### src/hdl/berdec_pkg.sv
// Shared types, constants and helpers of the BER object-identifier decoder.
`default_nettype none
package berdec_pkg;

	// Largest datagram; the room after a byte saturates one below it.
	localparam int DATAGRAM_BYTES = 65536;
	localparam logic [15:0] ROOM_MAX = (DATAGRAM_BYTES - 1 > 65535) ? 16'hFFFF
		: 16'(DATAGRAM_BYTES - 1);

	localparam int CFG_INDEX_W = 8;
	localparam logic [CFG_INDEX_W-1:0] REG_EXPECTED_TAG = 8'd0;
	localparam logic [CFG_INDEX_W-1:0] REG_MAX_LENGTH = 8'd1;

	localparam logic [7:0] EXPECTED_TAG_RESET = 8'd6;
	localparam logic [31:0] MAX_LENGTH_RESET = 32'hFFFF_FFFF;

	localparam logic [2:0] ERR_OK = 3'd0;
	localparam logic [2:0] ERR_WRONG_TYPE = 3'd1;
	localparam logic [2:0] ERR_INTERRUPTED = 3'd2;
	localparam logic [2:0] ERR_WRONG_LENGTH = 3'd3;
	localparam logic [2:0] ERR_NO_ROOM = 3'd4;
	localparam logic [2:0] ERR_TRUNCATED = 3'd5;

	localparam int OUT_DEPTH = 4;

	typedef struct packed {
		logic [7:0] data_byte;
		logic [15:0] bytes_after;
	} in_item_t;

	typedef struct packed {
		logic [63:0] arc_value;
		logic [2:0] error_code;
		logic last_result;
	} out_item_t;

	// Up to two results per request go to the result queue in one cycle.
	typedef struct packed {
		logic v0;
		logic v1;
		out_item_t r0;
		out_item_t r1;
	} push_t;

	// Quotient by 40 of a byte: (b >> 3) / 5 through a multiply by 13/64.
	function automatic logic [2:0] div40(input logic [7:0] b);
		logic [9:0] p;
		p = 10'(b[7:3]) * 10'd13;
		return p[8:6];
	endfunction

	function automatic logic [5:0] mod40(input logic [7:0] b);
		logic [7:0] m;
		logic [7:0] r;
		m = {5'd0, div40(b)} * 8'd40;
		r = b - m;
		return r[5:0];
	endfunction

endpackage
`default_nettype wire

### src/hdl/berdec_parser.sv
// Input register and per-byte element parser producing up to two results.
`default_nettype none
module berdec_parser (
	input wire logic clk,
	input wire logic arst_n,
	input wire logic in_valid,
	output logic in_ready,
	input wire berdec_pkg::in_item_t in_data,
	input wire logic space_ok,
	input wire logic [7:0] expected_tag,
	input wire logic [31:0] max_length,
	output berdec_pkg::push_t push
);

	typedef enum logic [2:0] {
		PH_TAG = 3'd0,
		PH_LEN = 3'd1,
		PH_LENX = 3'd2,
		PH_FIRST = 3'd3,
		PH_ARC = 3'd4,
		PH_DROP = 3'd5
	} phase_t;

	localparam logic [32:0] LEN_SAT = 33'h1_0000_0000;

	logic valid_s1;
	berdec_pkg::in_item_t data_s1;
	logic advance;

	phase_t phase_q, phase_d;
	logic [6:0] len_left_q, len_left_d;
	logic [32:0] decl_len_q, decl_len_d;
	logic [31:0] content_left_q, content_left_d;
	logic [63:0] acc_q, acc_d;

	logic [7:0] b;
	logic [15:0] room;
	logic ends;
	logic do_check;
	logic [40:0] len_shift;
	logic [31:0] cl_dec;
	logic [63:0] acc_shift;
	berdec_pkg::push_t res;

	assign advance = valid_s1 && space_ok;
	assign in_ready = !valid_s1 || space_ok;

	always_ff @(posedge clk or negedge arst_n) begin
		if (!arst_n) begin
			valid_s1 <= 1'b0;
		end else if (in_ready) begin
			valid_s1 <= in_valid;
		end
	end

	always_ff @(posedge clk) begin
		if (in_ready && in_valid) begin
			data_s1 <= in_data;
		end
	end

	assign b = data_s1.data_byte;
	assign ends = (data_s1.bytes_after == 16'd0);
	assign room = (data_s1.bytes_after > berdec_pkg::ROOM_MAX) ? berdec_pkg::ROOM_MAX
		: data_s1.bytes_after;
	assign len_shift = {decl_len_q, 8'd0} + {33'd0, b};
	assign cl_dec = content_left_q - 32'd1;
	assign acc_shift = {acc_q[56:0], 7'd0} + {57'd0, b[6:0]};

	always_comb begin
		phase_d = phase_q;
		len_left_d = len_left_q;
		decl_len_d = decl_len_q;
		content_left_d = content_left_q;
		acc_d = acc_q;
		do_check = 1'b0;
		res = '0;

		unique case (phase_q)
			PH_TAG: begin
				if (b != expected_tag) begin
					res.v0 = 1'b1;
					res.r0 = '{64'd0, berdec_pkg::ERR_WRONG_TYPE, 1'b1};
					phase_d = PH_DROP;
				end else if (ends) begin
					res.v0 = 1'b1;
					res.r0 = '{64'd0, berdec_pkg::ERR_INTERRUPTED, 1'b1};
					phase_d = PH_DROP;
				end else begin
					phase_d = PH_LEN;
				end
			end
			PH_LEN: begin
				if (!b[7]) begin
					decl_len_d = {25'd0, b};
					do_check = 1'b1;
				end else begin
					decl_len_d = '0;
					if ({9'd0, b[6:0]} > room) begin
						res.v0 = 1'b1;
						res.r0 = '{64'd0, berdec_pkg::ERR_INTERRUPTED, 1'b1};
						phase_d = PH_DROP;
					end else if (b[6:0] == 7'd0) begin
						do_check = 1'b1;
					end else begin
						len_left_d = b[6:0];
						phase_d = PH_LENX;
					end
				end
			end
			PH_LENX: begin
				// Once past 2^32 the length sticks there and fails the check.
				if (decl_len_q < LEN_SAT) begin
					decl_len_d = (len_shift > {8'd0, LEN_SAT}) ? LEN_SAT : len_shift[32:0];
				end
				len_left_d = len_left_q - 7'd1;
				if (len_left_d == 7'd0) begin
					do_check = 1'b1;
				end
			end
			PH_FIRST: begin
				content_left_d = cl_dec;
				res.v0 = 1'b1;
				res.r0 = '{{61'd0, berdec_pkg::div40(b)}, berdec_pkg::ERR_OK, 1'b0};
				res.v1 = 1'b1;
				res.r1 = '{{58'd0, berdec_pkg::mod40(b)}, berdec_pkg::ERR_OK,
					cl_dec == 32'd0};
				acc_d = '0;
				phase_d = (cl_dec == 32'd0) ? PH_DROP : PH_ARC;
			end
			PH_ARC: begin
				acc_d = acc_shift;
				content_left_d = cl_dec;
				if (!b[7]) begin
					res.v0 = 1'b1;
					res.r0 = '{acc_shift, berdec_pkg::ERR_OK, cl_dec == 32'd0};
					acc_d = '0;
					if (cl_dec == 32'd0) begin
						phase_d = PH_DROP;
					end
				end else if (cl_dec == 32'd0) begin
					res.v0 = 1'b1;
					res.r0 = '{64'd0, berdec_pkg::ERR_TRUNCATED, 1'b1};
					phase_d = PH_DROP;
				end
			end
			default: begin
			end
		endcase

		if (do_check) begin
			if (decl_len_d == 33'd0 || decl_len_d > {1'b0, max_length}) begin
				res.v0 = 1'b1;
				res.r0 = '{64'd0, berdec_pkg::ERR_WRONG_LENGTH, 1'b1};
				phase_d = PH_DROP;
			end else if (decl_len_d > {17'd0, room}) begin
				res.v0 = 1'b1;
				res.r0 = '{64'd0, berdec_pkg::ERR_NO_ROOM, 1'b1};
				phase_d = PH_DROP;
			end else begin
				content_left_d = decl_len_d[31:0];
				acc_d = '0;
				phase_d = PH_FIRST;
			end
		end

		// The last byte of a datagram always returns the parser to the tag.
		if (ends) begin
			phase_d = PH_TAG;
			len_left_d = '0;
			decl_len_d = '0;
			content_left_d = '0;
			acc_d = '0;
		end
	end

	always_comb begin
		push = res;
		push.v0 = res.v0 && advance;
		push.v1 = res.v1 && advance;
	end

	always_ff @(posedge clk or negedge arst_n) begin
		if (!arst_n) begin
			phase_q <= PH_TAG;
			len_left_q <= '0;
			decl_len_q <= '0;
			content_left_q <= '0;
			acc_q <= '0;
		end else if (advance) begin
			phase_q <= phase_d;
			len_left_q <= len_left_d;
			decl_len_q <= decl_len_d;
			content_left_q <= content_left_d;
			acc_q <= acc_d;
		end
	end

endmodule
`default_nettype wire

### src/hdl/berdec_out_fifo.sv
// Result queue taking up to two results a cycle and giving one a cycle while out_ready is high.
`default_nettype none
module berdec_out_fifo (
	input wire logic clk,
	input wire logic arst_n,
	input wire berdec_pkg::push_t push,
	output logic space_ok,
	output logic out_valid,
	input wire logic out_ready,
	output berdec_pkg::out_item_t out_data
);

	localparam int DEPTH = berdec_pkg::OUT_DEPTH;
	localparam int PTR_W = $clog2(DEPTH);
	localparam int CNT_W = $clog2(DEPTH + 1);

	berdec_pkg::out_item_t mem_q [DEPTH];
	logic [PTR_W-1:0] wr_ptr_q;
	logic [PTR_W-1:0] rd_ptr_q;
	logic [CNT_W-1:0] count_q;
	logic pop;
	logic [PTR_W-1:0] wr_ptr_p1;
	logic [CNT_W-1:0] n_push;

	assign out_valid = (count_q != '0);
	assign out_data = mem_q[rd_ptr_q];
	assign pop = out_valid && out_ready;
	// Room for two is kept so that any request can be taken.
	assign space_ok = (count_q <= CNT_W'(DEPTH - 2));
	assign wr_ptr_p1 = wr_ptr_q + PTR_W'(1);
	assign n_push = CNT_W'(push.v0) + CNT_W'(push.v1);

	always_ff @(posedge clk) begin
		if (push.v0) begin
			mem_q[wr_ptr_q] <= push.r0;
		end
		if (push.v1) begin
			mem_q[wr_ptr_p1] <= push.r1;
		end
	end

	always_ff @(posedge clk or negedge arst_n) begin
		if (!arst_n) begin
			wr_ptr_q <= '0;
			rd_ptr_q <= '0;
			count_q <= '0;
		end else begin
			wr_ptr_q <= wr_ptr_q + PTR_W'(n_push);
			if (pop) begin
				rd_ptr_q <= rd_ptr_q + PTR_W'(1);
			end
			count_q <= count_q + n_push - CNT_W'(pop);
		end
	end

endmodule
`default_nettype wire

### src/hdl/ber_oid_tlv_decoder.sv
// BER object-identifier element decoder, one datagram byte per request.
// Throughput: one byte per cycle while the result queue has room for two; a first content byte gives two results,
// which leave the result queue one at a time.
// A result is worked out from the registered byte and passes through the result queue before it is offered.
// Reset: asynchronous, clears the parser to expecting a tag byte, empties the
// result queue and loads expected_tag = 6 and max_length = 0xFFFFFFFF.
`default_nettype none
module ber_oid_tlv_decoder (
	input wire logic clk,
	input wire logic arst_n,
	input wire logic in_valid,
	output logic in_ready,
	input wire berdec_pkg::in_item_t in_data,
	output logic out_valid,
	input wire logic out_ready,
	output berdec_pkg::out_item_t out_data,
	input wire logic cfg_valid,
	output logic cfg_ready,
	input wire logic [berdec_pkg::CFG_INDEX_W-1:0] cfg_index,
	input wire logic [31:0] cfg_data
);

	logic [7:0] expected_tag_q;
	logic [31:0] max_length_q;
	logic space_ok;
	berdec_pkg::push_t push;

	assign cfg_ready = 1'b1;

	always_ff @(posedge clk or negedge arst_n) begin
		if (!arst_n) begin
			expected_tag_q <= berdec_pkg::EXPECTED_TAG_RESET;
			max_length_q <= berdec_pkg::MAX_LENGTH_RESET;
		end else if (cfg_valid) begin
			if (cfg_index == berdec_pkg::REG_EXPECTED_TAG) begin
				expected_tag_q <= cfg_data[7:0];
			end else if (cfg_index == berdec_pkg::REG_MAX_LENGTH) begin
				max_length_q <= cfg_data;
			end
		end
	end

	berdec_parser u_parser (
		.clk(clk),
		.arst_n(arst_n),
		.in_valid(in_valid),
		.in_ready(in_ready),
		.in_data(in_data),
		.space_ok(space_ok),
		.expected_tag(expected_tag_q),
		.max_length(max_length_q),
		.push(push)
	);

	berdec_out_fifo u_out_fifo (
		.clk(clk),
		.arst_n(arst_n),
		.push(push),
		.space_ok(space_ok),
		.out_valid(out_valid),
		.out_ready(out_ready),
		.out_data(out_data)
	);

endmodule
`default_nettype wire

### config.mk
export PLATFORM = sky130hd
export DESIGN_NAME = ber_oid_tlv_decoder
export DESIGN_NICKNAME = d
export VERILOG_FILES = /design/src/hdl/berdec_pkg.sv /design/src/hdl/berdec_parser.sv /design/src/hdl/berdec_out_fifo.sv /design/src/hdl/ber_oid_tlv_decoder.sv
export SDC_FILE = /design/constraint.sdc
export NUM_CORES = 1
export LEC_CHECK = 0
export BUFFER_PORTS_ARGS = -buffer_cell sky130_fd_sc_hd__buf_2
export CORE_MARGIN = 2
export CORE_UTILIZATION = 33
export DETAILED_ROUTE_END_ITERATION = 8
export PLACE_DENSITY = 0.46
export SLEW_MARGIN = 30
export SYNTH_ARGS = -nofsm -noshare
export SYNTH_HDL_FRONTEND = slang
export SYNTH_SLANG_ARGS = --single-unit
### constraint.sdc
create_clock -name clk -period 7.4 [get_ports clk]
set_input_delay 1.48 -clock clk [delete_from_list [all_inputs] [get_ports clk]]
set_output_delay 1.48 -clock clk [all_outputs]
set_load 0.1 [all_outputs]
==> results.toml, run 1 <==
[outcome]
status = "completed"

[pwr]
powerDensity_nw_per_um2 = 373
p_leak_nw = 12.4
fin_total_pwr_w = 0.0102
ir_drop_uv = 217

[synthesis]
syn_nets = 2378
netlist-cell-type-count = 86
ys_async_sr_fraction = 0.378
synthMuxAreaShare = 0.188
synth.top_cell.area_share = 0.206
synth_compound_area_frac = 0.119
synth_top_family_by_area = "multiplexers"
ys_warn_count = 0
synth_top_cell_by_area = "dfxtp_1"
synth_cells = 2225
synth_fa_ha_area_frac = 0.0452
ys_seq_area_frac = 0.463
synth_xor_area_frac = 0.0114
synth_area_um2 = 23800
ys.flop_type = "dfxtp_1"
synth-edff-count = 52
synth-simple-area-share = 0.126
synth-seq-cells = 476
syn_area_per_cell_um2 = 10.7
synth_area_leaders = "dfxtp_1 21%, dfrtp_1 15%, mux2i_1 10%"

[detailed_routing]
vias = 17900
routed_wl_mm = 72.2
first_pass_iters = 5
ant_nets = 0
dr.first_iter.drc_count = 1246
routedWlPerCell_um = 21.8
remaining_drc_errors = 0
via_per_inst = 5.41

[critical_path]
critPathCaptureType = "flop"
critPathMaxFanout = 11
path_buf_inv = 1
crit_path_frequent_cell = "ha_1"
cp.depth = 22
slowest_stage = "nor4_1"
worst_ep_required_time_ns = 7.87
critical-path-top-delay-family = "compound AO/OA/AOI/OAI gates"
crit_type = "reg2reg"
max_stage_delay_ns = 0.62
critPathArrivalTime_ns = 7.33
r2r_cells = 22
start_kind = "flop"
crit_chain = "inv_1 -> ha_1 -> nor4b_1 -> nand2_1 -> nor4_1 -> o21ai_0 -> o21ai_0 -> a22o_1 -> ha_1 -> and3_1 -> a21oi_1 -> a21boi_0 -> o41ai_1 -> a31oi_1 -> a21oi_1 -> a31oi_4 -> nor2_1 -> nor2_1 -> ha_1 -> ha_1 -> fa_1 -> xnor2_1"

[clocking]
cts_made_buffers = 55
clk_pin_slew_worst_paths_ns = 0.06
clockBufferDepth = 3
htreeDepth = 2
cts_resized = 0
clock_sinks = 476
cts_tree = "built"
cts-root-buf = "clkbuf_16"
insertion_delay_ns = 0.65
ctsHoldBuffers = 0
post-cts-setup-buffers = 0

[timing]
finClkSkew_ns = 0.0757
fin_crit_ns = 6.86
fmax_mhz = 146
fin_hold_ws_ns = 0.456
maxSlewViolCount = 0
hold_viol = 0
finalCritPeriodShare = 0.928
maxSlewHeadroom = 0.342
tns_ns = 0
tightest_slew_ns = 0.985
setup_viol = 0
rsz0062_at_grt = "no"

[global_route]
met2_usage = 0.339
grt_pass1_vias = 18800
use_met3 = 0.0305
antenna_found_initial = 0
grt-busiest-layer = "met2"
grt_usage = 0.195
grt_start_max_net_pins = 70
grt_use_met1 = 0.244
grt-ovfl-total = 0
grt_first_pass_wirelength_mm = 113

[place]
portBuffers = 138
dp_hpwl_mm = 46.9
gp_congestion = 0.882

[die]
start_util = 0.333
rows = 98
io_pins = 140
die_w_um = 272
dieArea_um2 = 74200
core_um2 = 71400
die_h_um = 272

[cells_and_area]
diodes = 0
num-nets-final = 2466
drive_above_1_share = 0.198
syn_to_final_growth_pct = 15.0
final.fill_count = 7092
final_util = 0.383

[run]
drv_cap = 0

[hold_path]
min_delay_path_depth = 2
hold_path_class = "reg2reg"
## where the power goes
part	switching [W]	internal, W	leakage (nW)	total (W)
Clock	0.00117	0.00158	0.910	0.00274
Sequential	0.000484	0.00297	4.80	0.00345
Combinational	0.00259	0.00139	6.74	0.00398
Total	0.00424	0.00593	12.4	0.0102
## through the flow
stage | instances | area [µm²] | worst slack (ns)
2_1_floorplan | 2225 | 23800 | 1.70
3_3_place_gp | 3200 | 25300 | 0.936
3_5_place_dp | 3205 | 25400 | 0.787
4_1_cts | 3309 | 27300 | 0.674
5_1_grt | 3310 | 27300 | 0.103
6_report | 3310 | 27300 | 0.535
## cells in the final DEF, fill, tap and decap left out, types with 10 or more instances in the layout
cell and n:
a21oi_1 52, clkbuf_1 12, nor2b_1 14, dfxtp_1 244, clkbuf_16 57, ha_1 81
mux2i_1 246, nor2_1 58, dfrtp_1 144, mux4_2 68, nand2_1 380, buf_4 42
o31ai_1 11, nor4_1 25, nor3_1 35, edfxtp_1 52, nand3_1 20, nand4_1 25
a22o_1 111, inv_1 84, a31oi_1 10, buf_2 137, mux2_2 41, o21ai_0 62
o22ai_1 40, clkinv_2 13, xnor2_1 26, dfstp_2 34
## Yosys cell counts (all sizes together), types with 41 or more instances
| cell | n |
|---|---|
| nand2 | 384 |
| mux2i | 246 |
| dfxtp | 244 |
| dfrtp | 146 |
| a22o | 111 |
| clkbuf | 94 |
| inv | 85 |
| ha | 81 |
| mux4 | 68 |
| buf | 66 |
| o21ai | 63 |
| nor2 | 62 |
| a21oi | 52 |
| edfxtp | 52 |
| mux2 | 41 |
## flip-flops by register name (all words and copies together) (netlist names)
register / flops
u_parser.valid_s1: 1
u_out_fifo.rd_ptr_q: 2
u_out_fifo.mem_q: 272
u_parser.b: 8
u_parser.acc_q: 57
max_length_q: 32
u_out_fifo.wr_ptr_q: 2
u_parser.len_left_q: 7
u_parser.data_s1: 16
u_parser.decl_len_q: 33
expected_tag_q: 8
u_out_fifo.count_q: 3
u_parser.content_left_q: 32
u_parser.phase_q: 3
## cell families after synthesis
group | count (synthesis)
xor gates and xnor gates | 31
muxes | 355
adders and majority gates | 84
buffers and inverters | 245
other | 1
and+or+nand+nor | 646
DFF | 476
AOI/OAI and AO/OA | 387
## worst min-delay path: stages, from the launching register on
cell and delay [ns]:
dfxtp_1 0.30, nand2_1 0.05, mux2i_1 0.05
## layer usage
metal / vias up / share of wire
met5: - / 0
met4: 0 / 0.031
met3: 145 / 0.046
met2: 465 / 0.50
met1: 8984 / 0.43
li1: 8303 / -
## final cells by class
class,instances,area [µm²],share of cell area
Tap cell,950,1190,0.0435
Sequential cell,476,11000,0.403
Inverter,85,319,0.0117
Clock inverter,27,258,0.00944
Timing Repair Buffer,191,1240,0.0454
Clock buffer,77,1580,0.0579
Multi-Input combinational cell,1504,11700,0.429
## path summary, 6_finish.rpt
| kind | end | startpoint | slack (ns) |
|---|---|---|---|
| worst max register to register | u_out_fifo.count_q[2] | u_parser.b[6] | 0.54 |
| worst max-delay path | u_out_fifo.count_q[2] | u_parser.b[6] | 0.54 |
| worst min-delay path | u_out_fifo.mem_q[2][36] | u_out_fifo.mem_q[2][36] | 0.46 |
| max in group asynchronous | u_out_fifo.rd_ptr_q[0] | arst_n | 5.32 |
| min in group asynchronous | u_parser.decl_len_q[31] | arst_n | 0.84 |
| worst min register to register | u_out_fifo.mem_q[2][36] | u_out_fifo.mem_q[2][36] | 0.46 |
No activity file was read; power rests on OpenSTA's default activity.
==> run 2: changes to the inputs <==
- ABC_AREA: not set -> 1
==> results.toml, run 2 <==
[synthesis]
synth_area_um2 = 26400
synth-seq-cells = 476
synth-edff-count = 52
ys.flop_type = "dfxtp_1"
synth_area_leaders = "dfxtp_1 18%, dfrtp_1 14%, nand2_1 13%"
netlist-cell-type-count = 52
syn_nets = 4002
ys_seq_area_frac = 0.416
ys_warn_count = 0
ys_async_sr_fraction = 0.378
ys_top_cells_by_count = "939 x nand2_1, 763 x nor2_1, 510 x inv_1"
post-synth-top-count-cell = "nand2_1"
synth_top_cell_by_area = "dfxtp_1"
synth.top_cell.area_share = 0.185
synth_cells = 3849
syn_area_per_cell_um2 = 6.86

[global_route]
grt_first_pass_wirelength_mm = 130
grt_pass1_vias = 22500
grt_usage = 0.198
grt_start_max_net_pins = 121
antenna_found_initial = 1
grt-ovfl-total = 0

[cells_and_area]
final.fill_count = 8563
drive_above_1_share = 0.0934
num-nets-final = 4027
largest-register = "u_out_fifo.mem_q"
diodes = 0
mostFrequentLayoutCells = "933 x nand2_1, 759 x nor2_1, 508 x inv_1"
syn_to_final_growth_pct = 13.2
final_common_cell = "nand2_1"
ff_latch_area_um2 = 11000
multiInputGateArea_um2 = 12500
largestRegisters = "u_out_fifo.mem_q (272), u_parser.acc_q (57), u_parser.decl_len_q (33)"
largest_register_ffs = 272

[timing]
fmax_mhz = 171
maxSlewViolCount = 0
hold_viol = 0
maxSlewHeadroom = 0.354
rsz0062_at_grt = "no"
tns_ns = 0
finalCritPeriodShare = 0.792
fin_crit_ns = 5.86
finClkSkew_ns = 0.0394
setup_viol = 0
tightest_slew_ns = 0.968

[critical_path]
start_kind = "flop"
critPathArrivalTime_ns = 6.32
critPathMaxFanout = 35
crit_type = "reg2reg"
worst_ep_required_time_ns = 7.86
critPathCaptureType = "flop"

[clocking]
insertion_delay_ns = 0.65
clockBufferDepth = 3
clk_pin_slew_worst_paths_ns = 0.06
cts_tree = "built"
clock_sinks = 476
cts-root-buf = "clkbuf_16"
cts_resized = 0
htreeDepth = 2
cts_made_buffers = 58
ctsHoldBuffers = 0
post-cts-setup-buffers = 0

[die]
rows = 103
dieArea_um2 = 82300
core_um2 = 79100
die_w_um = 287
start_util = 0.334
die_h_um = 287
io_pins = 140

[place]
dp_hpwl_mm = 52.3
portBuffers = 138
gp_congestion = 0.839

[detailed_routing]
routedWlPerCell_um = 16.3
ant_nets = 0
remaining_drc_errors = 0
vias = 23500
routed_wl_mm = 81.2
first_pass_iters = 5
via_per_inst = 4.72
dr.first_iter.drc_count = 1740

[outcome]
status = "completed"

[run]
drv_cap = 0

[hold_path]
hold_path_class = "reg2reg"
-- run 2: layout make-up --
| type | instances | area share |
|---|---|---|
| Sequential cell | 476 | 0.368 |
| Inverter | 536 | 0.0675 |
| Clock inverter | 16 | 0.00879 |
| Clock buffer | 90 | 0.0580 |
| Multi-Input combinational cell | 2626 | 0.419 |
| Tap cell | 1050 | 0.0439 |
| Timing Repair Buffer | 176 | 0.0346 |
-- run 2: metal layers --
layer,track usage,up-vias,part of all wire
li1,-,12100,-
met1,0.292,10800,0.51
met2,0.306,430,0.43
met3,0.0289,82,0.046
met4,0.0382,2,0.016
met5,0,-,0.000086
-- run 2: critical path, stage by stage (launching register included) --
cell      delay, ns
edfxtp_1       0.32
buf_4          0.22
clkinv_1       0.34
ha_1           0.32
nand2_1        0.06
nor3_1         0.04
nand2_1        0.11
nor2_1         0.06
nand2_1        0.07
nand2_2        0.36
nand2_1        0.16
nand2_1        0.07
a21oi_1        0.39
inv_1          0.14
ha_1           0.33
a21oi_1        0.14
o21ai_0        0.10
a221oi_1       0.33
nand2_1        0.08
nand2_1        0.07
o211ai_1       0.09
nand2_1        0.18
nand4_4        0.28
buf_4          0.37
nand2_2        0.48
buf_4          0.42
o22ai_1        0.12
-- run 2: per-stage QoR --
stage          setup slack, ns  std cells  cell area (µm²)  hold WS [ns]  utilization
5_1_grt                   1.00       4970            29900         0.501        0.378
4_1_cts                   1.56       4970            29900         0.494        0.378
2_1_floorplan             2.73       3849            26400         0.470            -
3_5_place_dp              1.60       4864            27900         0.484        0.353
3_3_place_gp              1.36       4864            27900         0.478        0.353
6_report                  1.54       4970            29900         0.490        0.378
-- run 2: logic make-up (layout without fill, tap and decap cells) --
| kind of cell | Yosys count | in the layout | synth area share |
|---|---|---|---|
| adder cells (fa/ha/maj) | 84 | 84 | 0.0406 |
| multiplexers | 24 | 24 | 0.0102 |
| flip-flops | 476 | 476 | 0.416 |
| other | 1 | 1 | 0.000142 |
| AO/OA/AOI/OAI | 655 | 655 | 0.136 |
| AND/OR/NAND/NOR | 1813 | 1813 | 0.269 |
| buffers and inverters | 747 | 818 | 0.112 |
| XOR/XNOR | 49 | 49 | 0.0162 |
-- run 2: path summary, 6_finish.rpt --
kind                                  from                      end  slack, ns  cells past startpoint
min in group asynchronous           arst_n  u_parser.decl_len_q[27]       0.96                      1
min                        max_length_q[5]          max_length_q[5]       0.49                      2
max in group asynchronous           arst_n   u_out_fifo.rd_ptr_q[0]       5.10                      2
max reg2reg                  u_parser.b[7]       u_parser.acc_q[54]       1.54                     26
max                          u_parser.b[7]       u_parser.acc_q[54]       1.54                     26
min reg2reg                max_length_q[5]          max_length_q[5]       0.49                      2
Power of run 2 is not shown: default switching activity piles up to over one toggle a cycle in this logic, so the estimate is an artifact.
